File: config.mk
export PLATFORM = sky130hd
export DESIGN_NAME = smf_cell
export DESIGN_NICKNAME = d
export VERILOG_FILES = /design/src/hdl/smf_pkg.sv /design/src/hdl/smf_cell.sv
export SDC_FILE = /design/constraint.sdc
export NUM_CORES = 1
export LEC_CHECK = 0
export ABC_CLOCK_PERIOD_IN_PS = 3200
export BUFFER_PORTS_ARGS = -buffer_cell sky130_fd_sc_hd__buf_4
export CORE_MARGIN = 4
export CORE_UTILIZATION = 29
export CTS_BUF_LIST = sky130_fd_sc_hd__clkbuf_8
export DETAILED_ROUTE_END_ITERATION = 6
export PLACE_DENSITY = 0.68
export REMOVE_ABC_BUFFERS = 1
export SYNTH_ARGS = -nofsm -noshare
export SYNTH_HDL_FRONTEND = slang
export SYNTH_SLANG_ARGS = --single-unit
File: constraint.sdc
create_clock -name i_clk -period 3.2 [get_ports i_clk]
set_input_delay 0.32 -clock i_clk [delete_from_list [all_inputs] [get_ports i_clk]]
set_output_delay 0.32 -clock i_clk [all_outputs]
set_load 0.03 [all_outputs]
File: src/hdl/smf_pkg.sv
// Package for the 3x3 sliding maximum filter.
// Holds configuration register indexes, field widths and reset values.
// No dependencies.
package smf_pkg;

    localparam int CFG_IDX_W  = 1;
    localparam int CFG_DATA_W = 16;

    localparam logic [CFG_IDX_W-1:0] CFG_IMAGE_WIDTH  = 1'd0;
    localparam logic [CFG_IDX_W-1:0] CFG_IMAGE_HEIGHT = 1'd1;

    localparam int IMAGE_WIDTH_W  = 11;
    localparam int IMAGE_HEIGHT_W = 16;

    localparam logic [IMAGE_WIDTH_W-1:0]  IMAGE_WIDTH_RESET  = 11'd640;
    localparam logic [IMAGE_HEIGHT_W-1:0] IMAGE_HEIGHT_RESET = 16'd480;

    // Smallest frame dimension the window can work on.
    localparam int MIN_DIM = 3;

endpackage

File: src/hdl/smf_cell.sv
// One column cell of the window chain for the 3x3 sliding maximum filter.
// Holds the maximum of one window column and folds it into a running maximum.
// Depends on smf_pkg only through the common project import.
module smf_cell
    import smf_pkg::*;
#(
    parameter int PIXEL_BITS = 8
) (
    input  logic                  i_clk,
    input  logic                  i_shift,
    input  logic [PIXEL_BITS-1:0] i_data,
    output logic [PIXEL_BITS-1:0] o_data,
    input  logic [PIXEL_BITS-1:0] i_max,
    output logic [PIXEL_BITS-1:0] o_max
);

    logic [PIXEL_BITS-1:0] r_val;

    always_ff @(posedge i_clk) begin
        if (i_shift) begin
            r_val <= i_data;
        end
    end

    assign o_data = r_val;
    assign o_max  = (r_val > i_max) ? r_val : i_max;

endmodule

==> results of run 1 <==
[power groups by stage]
stage / registers (mW) / logic [mW] / clock network [mW]
after floorplan: 0.149 / 0.0815 / 0
after global placement: 0.134 / 0.157 / 0
after detailed placement: 0.134 / 0.158 / 0
after CTS: 0.133 / 0.159 / 0.116
after global routing: 0.134 / 0.169 / 0.122
final: 0.132 / 0.156 / 0.113
[critical path, delay by kind of cell (launching register included)]
| kind | cells | cell delay, ns |
|---|---|---|
| simple gates | 1 | 0.14 |
| buf+inv | 1 | 0.17 |
| fa+ha+maj | 1 | 0.33 |
| mux | 1 | 0.39 |
| compound gates | 3 | 0.50 |
| flops | 1 | 0.42 |
[how the worst max path moves through the flow]
stage	endpoint	startpoint	cells after the start	slack, ns
after global placement	o_max[6]	o_data[1]	7	0.96
after detailed placement	o_max[6]	o_data[1]	7	0.94
after global routing	o_max[5]	o_data[1]	7	0.61
final	o_max[6]	o_data[1]	7	0.72
after CTS	o_max[6]	o_data[1]	7	0.69
after floorplan	o_max[0]	o_data[1]	6	0.97
[through the flow]
stage               utilization  hold WS, ns  power [mW]  setup slack (ns)
detailed placement        0.472        0.499       0.292             0.936
finish                    0.495        0.275       0.402             0.721
global placement          0.472        0.498       0.291             0.957
CTS                       0.495        0.270       0.408             0.693
floorplan                     -        0.419       0.231             0.970
global route              0.495        0.269       0.425             0.611
[cell usage in the layout (no fill, tap or decap)]
cell type	synthesis	routed
a21oi_1	3	3
a21oi_2	1	1
buf_4	0	33
clkbuf_8	0	3
edfxtp_1	8	8
ha_1	8	8
inv_1	8	8
mux2_2	8	8
nand2_1	1	1
nand4_1	2	2
nor2b_1	1	1
o211ai_2	1	1
o21ai_0	1	1
o22ai_4	1	1
[area by class of cell]
class / instances / area, um2 / area share
Inverter: 8 / 30.0 / 0.0347
Multi-Input combinational cell: 27 / 274 / 0.317
Clock buffer: 3 / 41.3 / 0.0478
Timing Repair Buffer: 33 / 248 / 0.287
Sequential cell: 8 / 240 / 0.278
Tap cell: 25 / 31.3 / 0.0362
[routing by layer]
| layer | vias up | GRT usage |
|---|---|---|
| li1 | 233 | - |
| met1 | 194 | 0.104 |
| met2 | 21 | 0.157 |
| met3 | 2 | 0.0233 |
| met4 | 0 | 0.0655 |
| met5 | - | 0 |
[cells by family (layout without fill, tap and decap cells)]
| family | after synthesis | in the layout | share of synthesized area |
|---|---|---|---|
| muxes | 8 | 8 | 0.166 |
| buffers and inverters | 8 | 44 | 0.0552 |
| DFF | 8 | 8 | 0.441 |
| AOI/OAI and AO/OA | 7 | 7 | 0.113 |
| adders and majority gates | 8 | 8 | 0.184 |
| and+or+nand+nor | 4 | 4 | 0.0414 |
==> flow_summary.toml, run 1 <==
[cts]
clockRootBuffer = "clkbuf_8"
ctsResizeCount = 0
cts_setup_buffers = 0
hold_buffers = 0
clock_path_buffers = 2
cts.clk_slew.worst_paths_ns = 0.04
h-tree-depth = 1
numCtsBuffers = 3
cts_tree = "yes"
clock-sinks = 8

[sta]
min_period_over_period = 0.775
slew_viol_final = 0
fmax_mhz = 403
setup_viol = 0
relSlewSlack = 0.777
tightest_slew_ns = 0.331
tns_ns = 0
hold_violations = 0
finalCriticalPeriod_ns = 2.48
rsz0062_at_grt = "false"

[drt]
num_vias = 450
met2_length_um = 522
dr.pass1.iters = 2
drc = 0
wl_met1_um = 459
routed_via_density = 4.33
final_antenna_net_count = 0
drtIter0Drc = 1
wl_met3_um = 113
wl_per_cell_um = 10.6
drt-total-wl_mm = 1.11
highest_layer = "met4"

[finish]
nets = 107
fill_cells = 164
final_cell_area_um2 = 865
final_cells = 104
layout-drive-gt1-share = 0.595
syn_to_final_growth_pct = 58.9
diodes = 0
largest_reg_flops = 8

[synthesis]
synth_edf_count = 8
synth_cell_types = 12
synth_warnings = 0
syn_area_per_cell_um2 = 12.7
yosys-top-cells-area = "edfxtp_1, ha_1, mux2_2, inv_1, o22ai_4"
synth_top_area_cell = "edfxtp_1"
postSynthCellCount = 43
netlist_area_um2 = 544
seq_area_frac_synth = 0.441
ys.flop_type = "edfxtp_1"
synth_common_cells = "edfxtp_1, ha_1, inv_1, mux2_2, a21oi_1"
ys_async_sr_fraction = 0
synth_top_cell_area_share = 0.441
synth_seq_cells = 8

[global_routing]
grt_max_degree = 9
antenna_found_initial = 0
grtUsageTotal = 0.0940
grt_pass1_wl_mm = 1.83
first_global_vias = 479
overflow = 0

[die]
ioPinCount = 34
die-area_um2 = 2630
core_um2 = 1750
rows = 15
die_y_um = 51.3
start_util = 0.312
die_x_um = 51.3

[pwr]
pwr-share-clk = 0.281
power_density_nw_per_um2 = 464
cell_internal_pwr_mw = 0.277
irDropWorstVdd_mv = 0.299
seqPwrFrac = 0.330
comb_power_share = 0.389
p_leak_nw = 0.414
switching_share = 0.310
switchingPower_mw = 0.124

[place]
io_buffers = 33
place_inst = 101
place_area_um2 = 823
gp_congestion = 0.636
dp.final_hpwl_um = 990

[outcome]
status = "completed"

[critical_path]
end_kind = "output port"
critPathKind = "reg2out"
cp_cell_sequence = "ha_1, nor2b_1, o211ai_2, a21oi_2, o22ai_4, mux2_2, buf_4"
worstPathRequired_ns = 2.88
crit_fanout = 8
cp_slowest_stage_delay_ns = 0.42
crit_arrival_ns = 2.16
worstSetupStartpointType = "flip-flop"
slowest_stage = "edfxtp_1"

[worst_hold_path]
min_to = "o_data[3]"
hp-start = "i_data[3]"
whs_path_depth = 1
hold_class = "in2reg"

[run]
drv_cap = 0
Power figures use the tool's default switching activity.
==> run 2: changes to the inputs <==
--- a/config.mk
+++ b/config.mk
@@ -5,13 +5,14 @@
 export SDC_FILE = /design/constraint.sdc
 export NUM_CORES = 1
 export LEC_CHECK = 0
-export ABC_CLOCK_PERIOD_IN_PS = 3200
+export ABC_AREA = 1
+export ABC_CLOCK_PERIOD_IN_PS = 2490
 export BUFFER_PORTS_ARGS = -buffer_cell sky130_fd_sc_hd__buf_4
 export CORE_MARGIN = 4
 export CORE_UTILIZATION = 29
 export CTS_BUF_LIST = sky130_fd_sc_hd__clkbuf_8
 export DETAILED_ROUTE_END_ITERATION = 6
-export PLACE_DENSITY = 0.68
+export PLACE_DENSITY = 0.67
 export REMOVE_ABC_BUFFERS = 1
 export SYNTH_ARGS = -nofsm -noshare
 export SYNTH_HDL_FRONTEND = slang
==> constraint.sdc (replaced) <==
create_clock -name i_clk -period 2.49 [get_ports i_clk]
set_input_delay 0.249 -clock i_clk [delete_from_list [all_inputs] [get_ports i_clk]]
set_output_delay 0.249 -clock i_clk [all_outputs]
set_load 0.03 [all_outputs]
==> run 2 against run 1 <==
  * Combinational power is 48% higher
  * Synthesized cell count is 58% higher
  * Synthesized area is 11% higher
  * Non-clock buffer count stayed put
  * Critical path type unchanged
  * Critical endpoint is now o_max[3]
  * Largest cell class unchanged
==> flow_summary.toml, run 2 <==
[synthesis]
synth_fa_ha_area_frac = 0.166
synth_top_family_by_area = "simple AND/OR/NAND/NOR gates"
netlist_area_um2 = 603
syn_area_per_cell_um2 = 8.87
synth_common_cells = "nand2_1, inv_1, edfxtp_1, ha_1, nand3_1"
synth_seq_cells = 8
synthXorXnorAreaFrac = 0
synth_cell_types = 14
synth_most_common_cell = "nand2_1"
synth_compound_area_frac = 0.0290
synth_top_cell_area_share = 0.398
synth_simple_gate_area_share = 0.336
muxShareOfSynthArea = 0
synth_warnings = 0
postSynthCellCount = 68
ys_async_sr_fraction = 0
synth_edf_count = 8
ys.flop_type = "edfxtp_1"
synth_top_area_cell = "edfxtp_1"
seq_area_frac_synth = 0.398
yosys-top-cells-area = "edfxtp_1, ha_1, nand2_1, nand3_1, inv_1"

[sta]
fmax_mhz = 488
tightest_slew_ns = 0.220
hold_violations = 0
rsz0062_at_grt = "false"
finalCriticalPeriod_ns = 2.05
min_period_over_period = 0.824
relSlewSlack = 0.853
tns_ns = 0
slew_viol_final = 0
setup_viol = 0

[global_routing]
overflow = 0
grt_pass1_wl_mm = 2.05
antenna_found_initial = 0
grtUsageTotal = 0.0977
grt_max_degree = 10
first_global_vias = 529

[pwr]
p_leak_nw = 0.496
power_mw = 0.552
irDropWorstVdd_mv = 0.332
power_density_nw_per_um2 = 596

[drt]
drc = 0
drtIter0Drc = 18
wl_per_cell_um = 10.6
num_vias = 570
routed_via_density = 4.35
drt-total-wl_mm = 1.40
dr.pass1.iters = 4
final_antenna_net_count = 0

[critical_path]
critPathKind = "reg2out"
worstSetupStartpointType = "flip-flop"
end_kind = "output port"
crit_fanout = 9
worstPathRequired_ns = 2.24
crit_arrival_ns = 1.80

[die]
start_util = 0.307
core_um2 = 1960
ioPinCount = 34
die-area_um2 = 2870
die_x_um = 53.6
rows = 16
die_y_um = 53.6

[finish]
syn_to_final_growth_pct = 53.5
layout-drive-gt1-share = 0.423
largest_reg_flops = 8
layout_commonest_cell = "buf_4"
nets = 132
layout_common_cells = "buf_4, nand2_1, inv_1"
fill_cells = 203
diodes = 0

[cts]
cts_tree = "yes"
h-tree-depth = 1
clockRootBuffer = "clkbuf_8"
clock_path_buffers = 2
cts.clk_slew.worst_paths_ns = 0.04
cts_setup_buffers = 0
hold_buffers = 0
clock-sinks = 8
numCtsBuffers = 3
ctsResizeCount = 0

[outcome]
status = "completed"

[worst_hold_path]
hold_class = "in2reg"

[place]
gp_congestion = 0.841
dp.final_hpwl_mm = 1.20
io_buffers = 33

[run]
drv_cap = 0
-- run 2: cell count changes after synthesis, moves of 2 or more --
cell	before	now
nand2_1	1	23
nand2_4	0	2
nor2_4	0	2
nand3_1	0	8
nand4_1	2	0
mux2_2	8	0
-- run 2: path summary, 6_finish.rpt --
| kind | slack (ns) | endpoint | start | depth (start not counted) |
|---|---|---|---|---|
| max | 0.44 | o_max[3] | o_data[5] | 9 |
| min | 0.20 | o_data[1] | i_data[1] | 1 |
-- run 2: area by class of cell --
type / instances / area, um2 / share of cell area
multi-input combinational: 49 / 320 / 0.346
timing repair buffer: 33 / 248 / 0.268
sequential: 8 / 240 / 0.259
inverter: 11 / 42.5 / 0.0459
clock buffer: 3 / 41.3 / 0.0446
tap: 27 / 33.8 / 0.0365
-- run 2: cells by family (layout without fill, tap and decap cells) --
logic type / Yosys count / after routing
flip-flops: 8 / 8
AND/OR/NAND/NOR: 38 / 38
AO/OA/AOI/OAI: 3 / 3
adder cells (fa/ha/maj): 8 / 8
buffers and inverters: 11 / 47
-- run 2: metrics by stage --
stage	hold slack [ns]	setup slack, ns	cells	utilization	instance area (um2)
after CTS	0.194	0.432	131	0.472	926
after global placement	0.428	0.665	128	0.451	885
after detailed placement	0.428	0.679	128	0.451	885
after global routing	0.195	0.277	131	0.472	926
final	0.201	0.439	131	0.472	926
after floorplan	0.348	0.578	68	-	603
-- run 2: layer usage --
layer | vias up | global-route usage | share of wire
met5 | - | 0 | 0
met4 | 0 | 0.0596 | 0
met3 | 0 | 0.0194 | 0.081
met2 | 24 | 0.163 | 0.50
met1 | 251 | 0.114 | 0.42
li1 | 295 | - | -
-- run 2: worst max-delay path, cell delays in order, from the launching register on --
cell and delay, ns:
edfxtp_1 0.44, ha_1 0.33, a21oi_1 0.14, nor2_1 0.09, nor2_4 0.10, nand2_4 0.09
nand2_4 0.11, nand2_1 0.06, nand2_1 0.05, buf_4 0.15
-- run 2: power breakdown --
part	switching [mW]	leakage (nW)	internal [mW]
logic	0.140	0.396	0.0905
registers	0.00981	0.0783	0.162
clock network	0.0455	0.0216	0.104
==> run 3: changes to the inputs <==
--- a/config.mk
+++ b/config.mk
@@ -6,13 +6,13 @@
 export NUM_CORES = 1
 export LEC_CHECK = 0
 export ABC_AREA = 1
-export ABC_CLOCK_PERIOD_IN_PS = 2490
+export ABC_CLOCK_PERIOD_IN_PS = 1800
 export BUFFER_PORTS_ARGS = -buffer_cell sky130_fd_sc_hd__buf_4
 export CORE_MARGIN = 4
 export CORE_UTILIZATION = 29
 export CTS_BUF_LIST = sky130_fd_sc_hd__clkbuf_8
 export DETAILED_ROUTE_END_ITERATION = 6
-export PLACE_DENSITY = 0.67
+export PLACE_DENSITY = 0.69
 export REMOVE_ABC_BUFFERS = 1
 export SYNTH_ARGS = -nofsm -noshare
 export SYNTH_HDL_FRONTEND = slang
==> constraint.sdc (replaced) <==
create_clock -name i_clk -period 1.8 [get_ports i_clk]
set_input_delay 0.18 -clock i_clk [delete_from_list [all_inputs] [get_ports i_clk]]
set_output_delay 0.18 -clock i_clk [all_outputs]
set_load 0.03 [all_outputs]
==> run 3 against run 2 <==
  * The flow now finishes with violations (negative setup slack)
  * Global-route usage is 2.7 points higher
  * Flip-flop and latch count stayed put
  * Combinational power increased by 78%
  * Hold slack worse by 0.069 ns
  * Design area rose by 19%
  * Critical endpoint is now o_max[0]
  * Largest cell class unchanged
  * Largest power group unchanged
==> flow_summary.toml, run 3 (synthesized netlist as in run 2, its figures left out) <==
[outcome]
status = "complete, but fails checks"
violations = "negative setup slack"

[pwr]
switchingPower_mw = 0.304
switching_share = 0.357
p_leak_nw = 0.578
comb_power_share = 0.482
power_mw = 0.851
cell_internal_pwr_mw = 0.547
seqPwrFrac = 0.275
power_density_nw_per_um2 = 774
irDropWorstVdd_mv = 0.487
pwr-share-clk = 0.243

[cts]
numCtsBuffers = 3
clock_path_buffers = 2
clock-sinks = 8
h-tree-depth = 1
clockRootBuffer = "clkbuf_8"
cts.clk_slew.worst_paths_ns = 0.04
cts_tree = "yes"

[die]
die_y_um = 53.6
die_x_um = 53.6
die-area_um2 = 2870
start_util = 0.307
ioPinCount = 34
rows = 16
core_um2 = 1960

[place]
io_buffers = 33
place_inst = 133
dp.final_hpwl_mm = 1.24
place_area_um2 = 922
gp_congestion = 0.797

[finish]
layout_commonest_cell = "buf_4"
syn_to_final_growth_pct = 82.4
final_cell_area_um2 = 1100
nets = 144
layout_common_cells = "buf_4, nand2_1, inv_1"
layout-drive-gt1-share = 0.552
largest_reg_flops = 8
diodes = 0
final_cells = 143

[critical_path]
end_kind = "output port"
crit_fanout = 8
worstSetupStartpointType = "flip-flop"
critPathKind = "reg2out"
crit_arrival_ns = 1.76
worstPathRequired_ns = 1.62

[worst_hold_path]
hold_class = "in2reg"

[global_routing]
grt_pass1_wl_mm = 2.59
overflow = 0
first_global_vias = 642
grt_max_degree = 9
grtUsageTotal = 0.125
antenna_found_initial = 0

[run]
drv_cap = 0

[drt]
dr.pass1.iters = 4
routed_via_density = 4.40
drtIter0Drc = 2
wl_per_cell_um = 11.3
final_antenna_net_count = 0
num_vias = 629
drt-total-wl_mm = 1.62
drc = 0

[sta]
setup_viol = 8
relSlewSlack = 0.873
finalCriticalPeriod_ns = 1.94
min_period_over_period = 1.08
hold_violations = 0
tightest_slew_ns = 0.191
setup_ws_ns = -0.144
slew_viol_final = 0
rsz0062_at_grt = "true"
fmax_mhz = 515
run 3: cell count changes in the layout (fill, tap and decap cells not counted):
cell     change
ha_1         -2
nand2_2      +5
nand2_1      -6
nand4_2      +1
buf_4        +2
buf_6        +8
ha_4         +2
nand2_4      +2
run 3: area by class of cell:
type	instances	area, um2
fillers	205	862
multi-input cells	51	389
repair buffers	43	353
flip-flops and latches	8	240
inverters	11	42.5
clock buffers	3	41.3
well taps	27	33.8
run 3: power groups by stage:
| stage | Sequential, mW | Combinational, mW | Clock, mW |
|---|---|---|---|
| floorplan | 0.266 | 0.172 | 0 |
| global placement | 0.237 | 0.333 | 0 |
| detailed placement | 0.238 | 0.338 | 0 |
| CTS | 0.233 | 0.397 | 0.214 |
| global route | 0.236 | 0.444 | 0.222 |
| finish | 0.234 | 0.411 | 0.206 |
run 3: worst paths after layout:
| kind | slack, ns | endpoint | start | depth (start not counted) |
|---|---|---|---|---|
| worst max-delay path | -0.14 | o_max[0] | o_data[7] | 8 |
| worst min-delay path | 0.13 | o_data[6] | i_data[6] | 1 |
run 3: per-stage QoR:
step | TNS [ns] | setup slack, ns | hold slack (ns) | utilization
after CTS | -1.24 | -0.166 | 0.126 | 0.543
after floorplan | -0.344 | -0.0430 | 0.279 | -
after global placement | 0 | 0.0810 | 0.358 | 0.470
after global routing | -1.94 | -0.252 | 0.124 | 0.561
after detailed placement | 0 | 0.0428 | 0.359 | 0.470
final | -1.11 | -0.144 | 0.132 | 0.561
run 3: layer usage:
| layer | vias up | global-route usage | wire, um |
|---|---|---|---|
| li1 | 325 | - | - |
| met1 | 273 | 0.138 | 583 |
| met2 | 27 | 0.229 | 851 |
| met3 | 4 | 0.0194 | 144 |
| met4 | 0 | 0.0638 | 38 |
| met5 | - | 0 | 0 |
run 3: critical path, stage by stage, from the launching register on:
cell	delay, ns
edfxtp_1	0.42
ha_4	0.30
nand2_2	0.07
nor2_4	0.19
nand4_4	0.15
nand2_4	0.15
nand2_1	0.07
nand2_2	0.07
buf_6	0.13
run 3: timing repair:
action	CTS	global route
gates resized for setup	12	6
endpoints found under the setup margin	8	8
hold buffers	0	0
cloned	2	0
pin swaps	13	3
setup buffers	4	1
